$ cat src/rtl/kses_pkg.sv
// kses_pkg: shared sizes and types for the key to escape sequence encoder
// holds the queue entry and queue status types; no dependencies
`default_nettype none

package kses_pkg;

  // longest sequence the encoder ever builds, and the width of its length
  localparam int SEQ_MAX = 7;
  localparam int LEN_W = 3;

  // default depth of the queue between front and back
  localparam int KSES_QUEUE_DEPTH = 4;

  // escape introducer, used wherever a sequence is built or checked
  localparam logic [7:0] ESC_BYTE = 8'h1B;

  // one encoded key: bytes in send order, and how many are valid
  typedef struct packed {
    logic [SEQ_MAX-1:0][7:0] bytes;
    logic [LEN_W-1:0]        len;
  } kses_entry_t;

  // queue status seen by front and back
  typedef struct packed {
    logic full;
    logic empty;
  } kses_q_stat_t;

endpackage : kses_pkg

`default_nettype wire

$ cat src/rtl/kses_front.sv
// kses_front: classifies one key event and builds its whole byte sequence
// depends on kses_pkg; feeds kses_queue
`default_nettype none

module kses_front
  import kses_pkg::*;
(
  input  wire logic                 push,
  input  wire logic [7:0]           key_code,
  input  wire logic [2:0]           modifier_bits,
  input  wire logic                 has_text,
  input  wire logic [20:0]          text_code_point,
  input  wire logic                 app_cursor_mode,
  input  wire kses_q_stat_t         q_stat,
  output logic                      wr_en,
  output kses_entry_t               wr_data
);

  localparam logic [7:0] K_RETURN  = 8'h8A;
  localparam logic [7:0] K_ENTER   = 8'h8B;
  localparam logic [7:0] K_TAB     = 8'h8C;
  localparam logic [7:0] K_BACKTAB = 8'h8D;
  localparam logic [7:0] K_ESCAPE  = 8'h8E;
  localparam logic [7:0] K_BKSP    = 8'h8F;
  localparam logic [7:0] K_SPACE   = 8'h20;

  // final byte of a cursor key
  function automatic logic [7:0] cursor_final(input logic [2:0] k);
    case (k)
      3'd0:    cursor_final = 8'h41;
      3'd1:    cursor_final = 8'h42;
      3'd2:    cursor_final = 8'h43;
      3'd3:    cursor_final = 8'h44;
      3'd4:    cursor_final = 8'h48;
      3'd5:    cursor_final = 8'h46;
      default: cursor_final = 8'h00;
    endcase
  endfunction

  // tilde number as {two digit flag, tens digit, ones digit}
  function automatic logic [8:0] tilde_num(input logic [7:0] k);
    case (k)
      8'h86:   tilde_num = {1'b0, 4'd0, 4'd2};
      8'h87:   tilde_num = {1'b0, 4'd0, 4'd3};
      8'h88:   tilde_num = {1'b0, 4'd0, 4'd5};
      8'h89:   tilde_num = {1'b0, 4'd0, 4'd6};
      8'h94:   tilde_num = {1'b1, 4'd1, 4'd5};
      8'h95:   tilde_num = {1'b1, 4'd1, 4'd7};
      8'h96:   tilde_num = {1'b1, 4'd1, 4'd8};
      8'h97:   tilde_num = {1'b1, 4'd1, 4'd9};
      8'h98:   tilde_num = {1'b1, 4'd2, 4'd0};
      8'h99:   tilde_num = {1'b1, 4'd2, 4'd1};
      8'h9A:   tilde_num = {1'b1, 4'd2, 4'd3};
      8'h9B:   tilde_num = {1'b1, 4'd2, 4'd4};
      default: tilde_num = {1'b0, 4'd0, 4'd0};
    endcase
  endfunction

  logic [7:0] b [SEQ_MAX];

  always_comb begin
    logic [LEN_W-1:0] n;
    logic             alt;
    logic             ctrl;
    logic [7:0]       mod_digit;
    logic [7:0]       fin;
    logic [8:0]       tn;
    logic [7:0]       c0;
    logic [20:0]      cp;

    for (int i = 0; i < SEQ_MAX; i++) begin
      b[i] = 8'h00;
    end
    n = '0;
    alt = modifier_bits[1];
    ctrl = modifier_bits[2];
    // parameter is modifiers plus one, always a single digit
    mod_digit = 8'h31 + {5'b0, modifier_bits};
    fin = 8'h00;
    tn = tilde_num(key_code);
    c0 = 8'h00;
    cp = text_code_point;
    if (cp > 21'h10FFFF || (cp >= 21'h00D800 && cp <= 21'h00DFFF)) begin
      cp = 21'h00FFFD;
    end

    case (key_code)
      8'h5B:        c0 = 8'h1B;
      8'h5C:        c0 = 8'h1C;
      8'h5D:        c0 = 8'h1D;
      8'h5E, 8'h36: c0 = 8'h1E;
      8'h5F, 8'h2D: c0 = 8'h1F;
      default:      c0 = 8'h00;
    endcase

    if (key_code inside {[8'h80:8'h85], [8'h90:8'h93]}) begin
      // cursor keys and F1-F4
      fin = key_code[4] ? (8'h50 + {6'b0, key_code[1:0]}) : cursor_final(key_code[2:0]);
      b[n] = ESC_BYTE; n = n + 1'b1;
      if (modifier_bits != 3'd0) begin
        b[n] = 8'h5B; n = n + 1'b1;
        b[n] = 8'h31; n = n + 1'b1;
        b[n] = 8'h3B; n = n + 1'b1;
        b[n] = mod_digit; n = n + 1'b1;
      end else begin
        b[n] = (key_code[4] || app_cursor_mode) ? 8'h4F : 8'h5B; n = n + 1'b1;
      end
      b[n] = fin; n = n + 1'b1;
    end else if (key_code inside {[8'h86:8'h89], [8'h94:8'h9B]}) begin
      // editing keys and F5-F12
      b[n] = ESC_BYTE; n = n + 1'b1;
      b[n] = 8'h5B; n = n + 1'b1;
      if (tn[8]) begin
        b[n] = 8'h30 + {4'b0, tn[7:4]}; n = n + 1'b1;
      end
      b[n] = 8'h30 + {4'b0, tn[3:0]}; n = n + 1'b1;
      if (modifier_bits != 3'd0) begin
        b[n] = 8'h3B; n = n + 1'b1;
        b[n] = mod_digit; n = n + 1'b1;
      end
      b[n] = 8'h7E; n = n + 1'b1;
    end else if (key_code inside {[8'h9C:8'hA3]}) begin
      // bare modifier keys send nothing
      n = '0;
    end else if (key_code == K_BACKTAB) begin
      b[n] = ESC_BYTE; n = n + 1'b1;
      b[n] = 8'h5B; n = n + 1'b1;
      b[n] = 8'h5A; n = n + 1'b1;
    end else if (key_code == K_ESCAPE) begin
      b[n] = ESC_BYTE; n = n + 1'b1;
    end else if (key_code == K_RETURN || key_code == K_ENTER || key_code == K_TAB
                 || key_code == K_BKSP || (ctrl && key_code == K_SPACE)
                 || (ctrl && key_code inside {[8'h41:8'h5A]})
                 || (ctrl && c0 != 8'h00)) begin
      // single fixed code, escape prefix under alt
      if (alt) begin
        b[n] = ESC_BYTE; n = n + 1'b1;
      end
      if (key_code == K_RETURN || key_code == K_ENTER) begin
        b[n] = 8'h0D;
      end else if (key_code == K_TAB) begin
        b[n] = 8'h09;
      end else if (key_code == K_BKSP) begin
        b[n] = ctrl ? 8'h08 : 8'h7F;
      end else if (key_code == K_SPACE) begin
        b[n] = 8'h00;
      end else if (key_code inside {[8'h41:8'h5A]}) begin
        b[n] = {3'b000, key_code[4:0]};
      end else begin
        b[n] = c0;
      end
      n = n + 1'b1;
    end else if (has_text) begin
      if (alt) begin
        b[n] = ESC_BYTE; n = n + 1'b1;
      end
      if (cp < 21'h80) begin
        b[n] = cp[7:0]; n = n + 1'b1;
      end else if (cp < 21'h800) begin
        b[n] = {3'b110, cp[10:6]}; n = n + 1'b1;
        b[n] = {2'b10, cp[5:0]}; n = n + 1'b1;
      end else if (cp < 21'h10000) begin
        b[n] = {4'b1110, cp[15:12]}; n = n + 1'b1;
        b[n] = {2'b10, cp[11:6]}; n = n + 1'b1;
        b[n] = {2'b10, cp[5:0]}; n = n + 1'b1;
      end else begin
        b[n] = {5'b11110, cp[20:18]}; n = n + 1'b1;
        b[n] = {2'b10, cp[17:12]}; n = n + 1'b1;
        b[n] = {2'b10, cp[11:6]}; n = n + 1'b1;
        b[n] = {2'b10, cp[5:0]}; n = n + 1'b1;
      end
    end

    for (int i = 0; i < SEQ_MAX; i++) begin
      wr_data.bytes[i] = b[i];
    end
    wr_data.len = n;
  end

  // empty sequences never enter the queue
  assign wr_en = push && !q_stat.full && (wr_data.len != '0);

endmodule : kses_front

`default_nettype wire

$ cat src/rtl/kses_queue.sv
// kses_queue: small queue of encoded sequences between front and back
// depends on kses_pkg; read data is registered and held until the next read
`default_nettype none

module kses_queue
  import kses_pkg::*;
#(
  parameter int DEPTH = KSES_QUEUE_DEPTH
) (
  input  wire logic         clk,
  input  wire logic         rst,
  input  wire logic         wr_en,
  input  wire kses_entry_t  wr_data,
  input  wire logic         rd_en,
  output kses_entry_t       rd_data,
  output kses_q_stat_t      q_stat
);

  localparam int AW = (DEPTH > 1) ? $clog2(DEPTH) : 1;
  localparam int CW = $clog2(DEPTH + 1);

  kses_entry_t   mem [DEPTH];
  logic [AW-1:0] wr_ptr;
  logic [AW-1:0] rd_ptr;
  logic [CW-1:0] count;

  assign q_stat.full  = (count == CW'(DEPTH));
  assign q_stat.empty = (count == '0);

  always_ff @(posedge clk) begin
    if (wr_en) begin
      mem[wr_ptr] <= wr_data;
    end
    if (rd_en) begin
      rd_data <= mem[rd_ptr];
    end
  end

  always_ff @(posedge clk) begin
    if (rst) begin
      wr_ptr <= '0;
      rd_ptr <= '0;
      count  <= '0;
    end else begin
      if (wr_en) begin
        wr_ptr <= (wr_ptr == AW'(DEPTH - 1)) ? '0 : wr_ptr + 1'b1;
      end
      if (rd_en) begin
        rd_ptr <= (rd_ptr == AW'(DEPTH - 1)) ? '0 : rd_ptr + 1'b1;
      end
      if (wr_en && !rd_en) begin
        count <= count + 1'b1;
      end else if (rd_en && !wr_en) begin
        count <= count - 1'b1;
      end
    end
  end

endmodule : kses_queue

`default_nettype wire

$ cat src/rtl/kses_back.sv
// kses_back: sends the bytes of the current queue entry one per request
// depends on kses_pkg; works from the registered read data of kses_queue
`default_nettype none

module kses_back
  import kses_pkg::*;
(
  input  wire logic         clk,
  input  wire logic         rst,
  input  wire logic         pop,
  input  wire kses_q_stat_t q_stat,
  input  wire kses_entry_t  rd_data,
  output logic              rd_en,
  output logic              empty,
  output logic [7:0]        out_byte,
  output logic              last_byte
);

  logic             busy;
  logic [LEN_W-1:0] idx;

  assign empty     = !busy;
  assign out_byte  = rd_data.bytes[idx];
  assign last_byte = ((idx + 1'b1) == rd_data.len);

  // fetch the next entry when idle or as the last byte leaves
  assign rd_en = (!busy || (pop && last_byte)) && !q_stat.empty;

  always_ff @(posedge clk) begin
    if (rst) begin
      busy <= 1'b0;
      idx  <= '0;
    end else if (rd_en) begin
      busy <= 1'b1;
      idx  <= '0;
    end else if (busy && pop) begin
      if (last_byte) begin
        busy <= 1'b0;
      end else begin
        idx <= idx + 1'b1;
      end
    end
  end

endmodule : kses_back

`default_nettype wire

$ cat src/rtl/key_to_escape_sequence_encoder_unit.sv
// key_to_escape_sequence_encoder_unit: top level of the key encoder
// depends on kses_pkg, kses_front, kses_queue and kses_back
//
//   channel   signals                                          handshake
//   -------   ----------------------------------------------   ----------------
//   key in    key_code modifier_bits has_text text_code_point  push / full
//   bytes out out_byte last_byte                               empty / pop
//   config    app_cursor_mode                                  cfg_valid / cfg_ready
//
// a key is classified and fully encoded in the cycle it is pushed; a new key
// can be pushed every cycle while the queue of QUEUE_DEPTH sequences has room
// the back end sends one byte per cycle while pop is high, 1 to 7 bytes per key;
// a taken key is written into the queue and then read into its registered read
// data, from which the first byte is shown on the outputs and can be popped
// synchronous reset empties the queue and clears the cursor mode bit
// full rises only when the queue is full; a stalled output holds its byte
`default_nettype none

module key_to_escape_sequence_encoder_unit
  import kses_pkg::*;
#(
  parameter int QUEUE_DEPTH = KSES_QUEUE_DEPTH
) (
  input  wire logic        clk,
  input  wire logic        rst,
  // key events
  input  wire logic        push,
  output logic             full,
  input  wire logic [7:0]  key_code,
  input  wire logic [2:0]  modifier_bits,
  input  wire logic        has_text,
  input  wire logic [20:0] text_code_point,
  // encoded bytes
  output logic             empty,
  input  wire logic        pop,
  output logic [7:0]       out_byte,
  output logic             last_byte,
  // cursor mode register
  input  wire logic        cfg_valid,
  output logic             cfg_ready,
  input  wire logic        app_cursor_mode
);

  logic         acm;      // application cursor mode
  logic         wr_en;
  logic         rd_en;
  kses_entry_t  wr_data;
  kses_entry_t  rd_data;
  kses_q_stat_t q_stat;

  // register is always writable
  assign cfg_ready = 1'b1;

  always_ff @(posedge clk) begin
    if (rst) begin
      acm <= 1'b0;
    end else if (cfg_valid && cfg_ready) begin
      acm <= app_cursor_mode;
    end
  end

  // the front never blocks except on a full queue
  assign full = q_stat.full;

  // classify and build the sequence
  kses_front u_front (
    .push            (push),
    .key_code        (key_code),
    .modifier_bits   (modifier_bits),
    .has_text        (has_text),
    .text_code_point (text_code_point),
    .app_cursor_mode (acm),
    .q_stat          (q_stat),
    .wr_en           (wr_en),
    .wr_data         (wr_data)
  );

  // decouples key intake from byte delivery
  kses_queue #(
    .DEPTH (QUEUE_DEPTH)
  ) u_queue (
    .clk     (clk),
    .rst     (rst),
    .wr_en   (wr_en),
    .wr_data (wr_data),
    .rd_en   (rd_en),
    .rd_data (rd_data),
    .q_stat  (q_stat)
  );

  // serialize one byte per request
  kses_back u_back (
    .clk       (clk),
    .rst       (rst),
    .pop       (pop),
    .q_stat    (q_stat),
    .rd_data   (rd_data),
    .rd_en     (rd_en),
    .empty     (empty),
    .out_byte  (out_byte),
    .last_byte (last_byte)
  );

endmodule : key_to_escape_sequence_encoder_unit

`default_nettype wire

$ cat config.mk
export PLATFORM = sky130hd
export DESIGN_NAME = key_to_escape_sequence_encoder_unit
export DESIGN_NICKNAME = d
export VERILOG_FILES = /design/src/rtl/kses_pkg.sv /design/src/rtl/kses_front.sv /design/src/rtl/kses_queue.sv /design/src/rtl/kses_back.sv /design/src/rtl/key_to_escape_sequence_encoder_unit.sv
export SDC_FILE = /design/constraint.sdc
export NUM_CORES = 1
export LEC_CHECK = 0
export ABC_AREA = 1
export ABC_CLOCK_PERIOD_IN_PS = 7750
export BUFFER_PORTS_ARGS = -buffer_cell sky130_fd_sc_hd__buf_2
export CORE_UTILIZATION = 64
export CTS_BUF_LIST = sky130_fd_sc_hd__clkbuf_4 sky130_fd_sc_hd__clkbuf_8
export CTS_CLUSTER_DIAMETER = 150
export DETAILED_ROUTE_END_ITERATION = 16
export PLACE_DENSITY = 0.93
export SETUP_SLACK_MARGIN = 0.3
export SYNTH_ARGS = -nofsm -noshare
export SYNTH_HDL_FRONTEND = slang
export SYNTH_SLANG_ARGS = --single-unit
export TNS_END_PERCENT = 20
$ cat constraint.sdc
create_clock -name clk -period 7.75 [get_ports clk]
set_input_delay 1.1625 -clock clk [delete_from_list [all_inputs] [get_ports clk]]
set_output_delay 1.1625 -clock clk [all_outputs]
set_load 0.01 [all_outputs]
==> results of run 1 <==
## worst max-delay path, stage by stage
cell     delay (ns)
buf_2          0.13
inv_2          0.08
nand2_1        0.05
nor2_1         0.09
nand3_1        0.12
nand2_1        0.42
inv_2          0.19
nand2_2        0.35
ha_1           0.31
nand2_1        0.07
nand2_1        0.05
nand2_1        0.08
nand2_1        0.05
nand2_1        0.06
nand2_1        0.05
nand2_1        0.06
nand2_1        0.07
nand3_2        0.13
nand2_4        0.13
nor2_4         0.83
buf_4          0.45
## cells in the mapped netlist, types with 3 or more instances
cell       number  area share [%]
nand2_2        10            0.48
inv_2          17            0.48
nor3_1         11            0.42
dfxtp_1        12             1.8
nand4_1         3            0.14
nand3_1        40             1.5
o211ai_1       17            0.97
o21ai_1         3            0.11
nand2_4         3            0.26
o31ai_1         4            0.23
clkbuf_1       49             1.4
edfxtp_1      255              58
nor2_4          4            0.34
ha_1           16             1.5
nand3_2         4            0.30
nor2_2         14            0.67
nand2_1       170             4.8
nor2_1        228             6.5
a22oi_1         4            0.23
buf_4           3            0.17
xor2_1          3            0.20
nor4_1          3            0.14
o2111ai_1       7            0.47
o21ai_0       192             7.3
o22ai_1        66             3.1
or2_2           3            0.14
a31oi_1        12            0.57
a21oi_1        51             1.9
inv_1          94             2.7
buf_2          11            0.42
## state kept, by name, indices dropped and copies added, names as in the netlist
| signal | count |
|---|---|
| u_queue.count | 3 |
| u_back.idx | 3 |
| u_queue.mem | 204 |
| u_queue.rd_data | 51 |
| u_queue.rd_ptr | 2 |
| u_queue.wr_ptr | 2 |
| u_back.busy | 1 |
| acm | 1 |
## power by group through the flow
stage	combinational [µW]	sequential, µW	clock, µW
final	1250	2100	1070
after floorplan	836	2070	0
after CTS	1220	2090	1070
after detailed placement	1190	2120	0
after global placement	1130	2100	0
after global routing	1360	2120	1130
## per-layer routing
metal,wire [µm],track usage (%),part of all wire [%],vias up
li1,-,-,-,4828
met1,13000,43.8,36,4983
met2,17400,57.8,48,799
met3,4110,5.02,11,110
met4,1420,13.9,3.9,0
met5,0,0,0,-
## metrics by stage
step | power, µW | utilization, % | setup slack, ns | area [µm²]
global placement | 3230 | 67.5 | 2.63 | 13600
CTS | 4390 | 71.1 | 3.04 | 14300
global route | 4600 | 71.1 | 2.72 | 14300
detailed placement | 3310 | 67.5 | 2.53 | 13600
finish | 4420 | 71.1 | 2.96 | 14300
floorplan | 2910 | - | 1.81 | 13200
## final cells by class
class | count | area [µm²] | share of cell area [%]
sequential | 267 | 7900 | 55.1
multi-input combinational | 898 | 4610 | 32.1
clock buffer | 49 | 606 | 4.22
inverter | 112 | 420 | 2.93
timing repair buffer | 63 | 350 | 2.44
tap | 270 | 338 | 2.36
clock inverter | 15 | 124 | 0.864
## worst paths after layout
check,startpoint,to,slack [ns],cells after the start
max,text_code_point[16],u_queue.mem[2][8],2.96,21
min,u_queue.count[2],u_queue.count[2],0.54,2
max reg2reg,u_back.idx[0],u_queue.count[1],3.40,14
min reg2reg,u_queue.count[2],u_queue.count[2],0.54,2
## kinds of logic (layout without fill, tap and decap cells)
group | Yosys count | count (layout) | share of synthesized area (%)
other cells | 1 | 1 | 0.0285
flops | 267 | 267 | 60.0
xor+xnor | 4 | 4 | 0.266
compound gates | 375 | 375 | 16.2
fa+ha+maj | 17 | 17 | 1.67
simple gates | 500 | 500 | 16.5
mux | 1 | 1 | 0.0760
buf+inv | 178 | 239 | 5.32
==> flow_metrics.env, run 1 <==
export IMPL_p_sw_uw=1520
export IMPL_track_usage_pct=33.9
export IMPL_end_kind="flip-flop"
export IMPL_routedWlPerCell_um=21.5
export IMPL_drive_gt1_share_pct=13.9
export IMPL_routed_via_density=6.40
export IMPL_worstSetupStartpointType="input port"
export IMPL_synth_seq_cells=267
export IMPL_synth_edf_count=255
export IMPL_critPathKind="in -> reg"
export IMPL_overflow=0
export IMPL_worstPathRequired_ns=7.92
export IMPL_io_pins=51
export IMPL_intPower_uw=2900
export IMPL_rsz0062_at_grt="false"
export IMPL_syn_area_um2=13200
export IMPL_drtAntennaViolNets=0
export IMPL_setup_tns_ns=0
export IMPL_p_sw_share_pct=34.3
export IMPL_vias=10700
export IMPL_arrival_ns=4.96
export IMPL_final_common_cell="edfxtp_1"
export IMPL_first_global_vias=10200
export IMPL_ys_seq_area_share_pct=60.0
export IMPL_post_cts_buffers=0
export IMPL_cts_resized=0
export IMPL_clockRootBuffer="clkbuf_8"
export IMPL_setup_viol=0
export IMPL_core_area_um2=20200
export IMPL_min_period_over_period_pct=61.8
export IMPL_clkPwrFrac_pct=24.2
export IMPL_final_cell_mix="255 x edfxtp_1, 223 x nor2_1, 192 x o21ai_0, 170 x nand2_1, 92 x inv_1"
export IMPL_grt_max_degree=78
export IMPL_dieWidth_um=145
export IMPL_clkTransAtPathRegs_ns=0.07
export IMPL_status="finished clean"
export IMPL_antenna_cells=0
export IMPL_async_flop_share_pct=0
export IMPL_hold_ws_ns=0.541
export IMPL_hold_viol=0
export IMPL_start_util_pct=65.3
export IMPL_power_density_nw_per_um2=308
export IMPL_cts_tree="yes"
export IMPL_antenna_found_initial=0
export IMPL_first_pass_iters=6
export IMPL_fmax_mhz=209
export IMPL_grt_pass1_wl_um=55300
export IMPL_slew_viol_final=0
export IMPL_dp_cells=1610
export IMPL_ys_warn_count=0
export IMPL_cts_sinks=267
export IMPL_comb_power_share_pct=28.3
export IMPL_nNetsFinal=1434
export IMPL_holdCritPathClass="reg -> reg"
export IMPL_drt_initial_drc_count=1403
export IMPL_numCtsBuffers=36
export IMPL_synth_cell_type_count=55
export IMPL_ys_flop_type="edfxtp_1"
export IMPL_route_detailed_drc=0
export IMPL_fin_crit_ns=4.79
export IMPL_syn_to_final_growth_pct=8.93
export IMPL_cts_max_path_buffers=3
export IMPL_fillers=1389
export IMPL_fin_skew_ns=0.0203
export IMPL_crit_fanout=32
export IMPL_die_area_um2=21100
export IMPL_htreeDepth=2
export IMPL_syn_nets=1399
export IMPL_routed_wl_um=36000
export IMPL_cts_hold_buffers_added=0
export IMPL_gp_congestion=1.01
export IMPL_drv_cap=0
export IMPL_post_dp_hpwl_um=23700
export IMPL_seq_power_share_pct=47.5
export IMPL_avgSynthCellArea_um2=9.80
export IMPL_die_y_um=145
export IMPL_tightestPinTransition_ns=1.09
export IMPL_rows=52
export IMPL_syn_inst=1343
export IMPL_relSlewSlack_pct=27.4
export IMPL_ir_drop_mv=0.170
export IMPL_final_cell_count_no_fill=1674
export IMPL_portBuffers=49
export IMPL_p_leak_uw=0.00549
export IMPL_clock_latency_ns=0.51
No activity file was read; power rests on OpenSTA's default activity.
==> run 2, diff against run 1 <==
Settings changed: ABC_CLOCK_PERIOD_IN_PS 7750 to 4700.
Clock period 7.75 ns to 4.7 ns, I/O delays scaled along.
==> run 2 against run 1 <==
Compared with the run above: wire length grew 0.88%; combinational power grew 70%; register-to-register slack worse by 2.1 ns; flip-flop and latch count unchanged; final cell count up 0.90%; largest power group unchanged.
==> flow_metrics.env, run 2 (same netlist as run 1, synthesis figures left out) <==
export IMPL_gr_usage_met2_pct=58.4
export IMPL_hold_viol=0
export IMPL_gp_congestion=1.00
export IMPL_die_y_um=145
export IMPL_cts_sinks=267
export IMPL_post_dp_hpwl_um=24700
export IMPL_worst_r2r_startpoint="u_back.idx[0]"
export IMPL_crit_cells=21
export IMPL_dp_cells=1618
export IMPL_slew_viol_final=0
export IMPL_path_buf_inv=4
export IMPL_clockRootBuffer="clkbuf_8"
export IMPL_rsz0062_at_grt="false"
export IMPL_top_usage_layer="met2"
export IMPL_grt_max_degree=101
export IMPL_setup_viol=0
export IMPL_hp_start="cfg_valid"
export IMPL_drive_gt1_share_pct=14.0
export IMPL_core_area_um2=20200
export IMPL_crit_fanout=12
export IMPL_first_global_vias=10400
export IMPL_grt_pass1_wl_um=56200
export IMPL_overflow=0
export IMPL_cpMaxStageDelayCell="fa_1"
export IMPL_routedWlPerCell_um=21.5
export IMPL_power_density_nw_per_um2=503
export IMPL_worstPathRequired_ns=5.11
export IMPL_rows=52
export IMPL_min_period_over_period_pct=82.5
export IMPL_first_pass_iters=6
export IMPL_path_cells="buf_2, inv_1, nor2_1, nand2_1, o21ai_1, nand2_2, nand3_4, nor2_8, nand4_2, nor2_2, nor2_2, nand3_2, nand2_4, inv_1, ha_1, inv_1, fa_1, a21oi_1, o21ai_0, o21ai_0, a21oi_1"
export IMPL_p_leak_uw=0.00553
export IMPL_htreeDepth=2
export IMPL_antenna_found_initial=1
export IMPL_fillers=1408
export IMPL_clock_latency_ns=0.52
export IMPL_setup_tns_ns=0
export IMPL_tightestPinTransition_ns=0.946
export IMPL_r2r_setup_slack_ns=1.28
export IMPL_post_cts_buffers=0
export IMPL_cts_resized=0
export IMPL_final_cell_mix="255 x edfxtp_1, 223 x nor2_1, 192 x o21ai_0, 170 x nand2_1, 92 x inv_1"
export IMPL_drtAntennaViolNets=0
export IMPL_final_cell_count_no_fill=1689
export IMPL_syn_to_final_growth_pct=9.68
export IMPL_met3_usage_pct=4.83
export IMPL_drt_initial_drc_count=1297
export IMPL_fin_crit_ns=3.88
export IMPL_cts_tree="yes"
export IMPL_dieWidth_um=145
export IMPL_largest_register="u_queue.mem"
export IMPL_routed_via_density=6.34
export IMPL_start_util_pct=65.3
export IMPL_vias=10700
export IMPL_fmax_mhz=258
export IMPL_relSlewSlack_pct=36.9
export IMPL_end_kind="flip-flop"
export IMPL_nNetsFinal=1444
export IMPL_reg2reg_depth=17
export IMPL_worstSetupStartpointType="input port"
export IMPL_cts_max_path_buffers=3
export IMPL_arrival_ns=4.29
export IMPL_cts_hold_buffers_added=0
export IMPL_die_area_um2=21100
export IMPL_max_stage_delay_ns=0.46
export IMPL_routed_wl_um=36300
export IMPL_holdCritPathClass="in -> reg"
export IMPL_drv_cap=0
export IMPL_r2r_end="u_queue.count[2]"
export IMPL_reg_top3="u_queue.mem x204, u_queue.rd_data x51"
export IMPL_cpLargestDelayFamily="simple AND/OR/NAND/NOR gates"
export IMPL_critPathKind="in -> reg"
export IMPL_route_detailed_drc=0
export IMPL_track_usage_pct=34.5
export IMPL_met1_usage_pct=44.9
export IMPL_cpMostUsedCell="inv_1"
export IMPL_worstSetupEndpoint="u_queue.count[2]"
export IMPL_portBuffers=49
export IMPL_ir_drop_mv=0.253
export IMPL_numCtsBuffers=38
export IMPL_largest_reg_flops=204
export IMPL_clkTransAtPathRegs_ns=0.07
export IMPL_io_pins=51
export IMPL_final_common_cell="edfxtp_1"
export IMPL_status="finished clean"
export IMPL_startpoint="key_code[4]"
export IMPL_fin_skew_ns=0.0221
## run 2: cell type report
class                   count  area, µm²  share of cell area (%)
flip-flops and latches    267       7900                    54.7
multi-input cells         898       4610                    31.9
clock buffers              55        669                    4.64
repair buffers             71        448                    3.10
inverters                 112        420                    2.91
well taps                 270        338                    2.34
clock inverters            15       58.8                   0.407
diodes                      1       2.50                  0.0173
## run 2: how the worst min path moves through the flow
stage | end | slack (ns) | cells past startpoint
finish | acm | 0.37 | 2
global route | u_back.busy | 0.35 | 2
CTS | u_back.busy | 0.35 | 2
detailed placement | u_queue.count[2] | 0.51 | 2
global placement | u_queue.count[2] | 0.48 | 2
floorplan | u_queue.count[2] | 0.46 | 2
## run 2: power by group
| group | switching, µW | internal [µW] |
|---|---|---|
| Combinational | 1540 | 581 |
| Clock | 814 | 915 |
| Sequential | 157 | 3260 |
| Total | 2510 | 4760 |
## run 2: routing by layer
metal / up-vias / routed length [µm]
met5: - / 0
met1: 5047 / 13800
met4: 0 / 1380
li1: 4853 / -
met2: 705 / 17900
met3: 105 / 3240
## run 2: through the flow
stage / util [%] / total power [µW] / hold WS, ns / instance area, µm² / setup WS (ns)
floorplan: - / 4790 / 0.459 / 13200 / 0.0677
global placement: 68.0 / 5370 / 0.481 / 13700 / 0.725
detailed placement: 68.0 / 5520 / 0.509 / 13700 / 0.469
CTS: 71.6 / 7240 / 0.351 / 14400 / 0.971
global route: 71.6 / 7580 / 0.351 / 14400 / 0.570
finish: 71.6 / 7270 / 0.365 / 14400 / 0.820
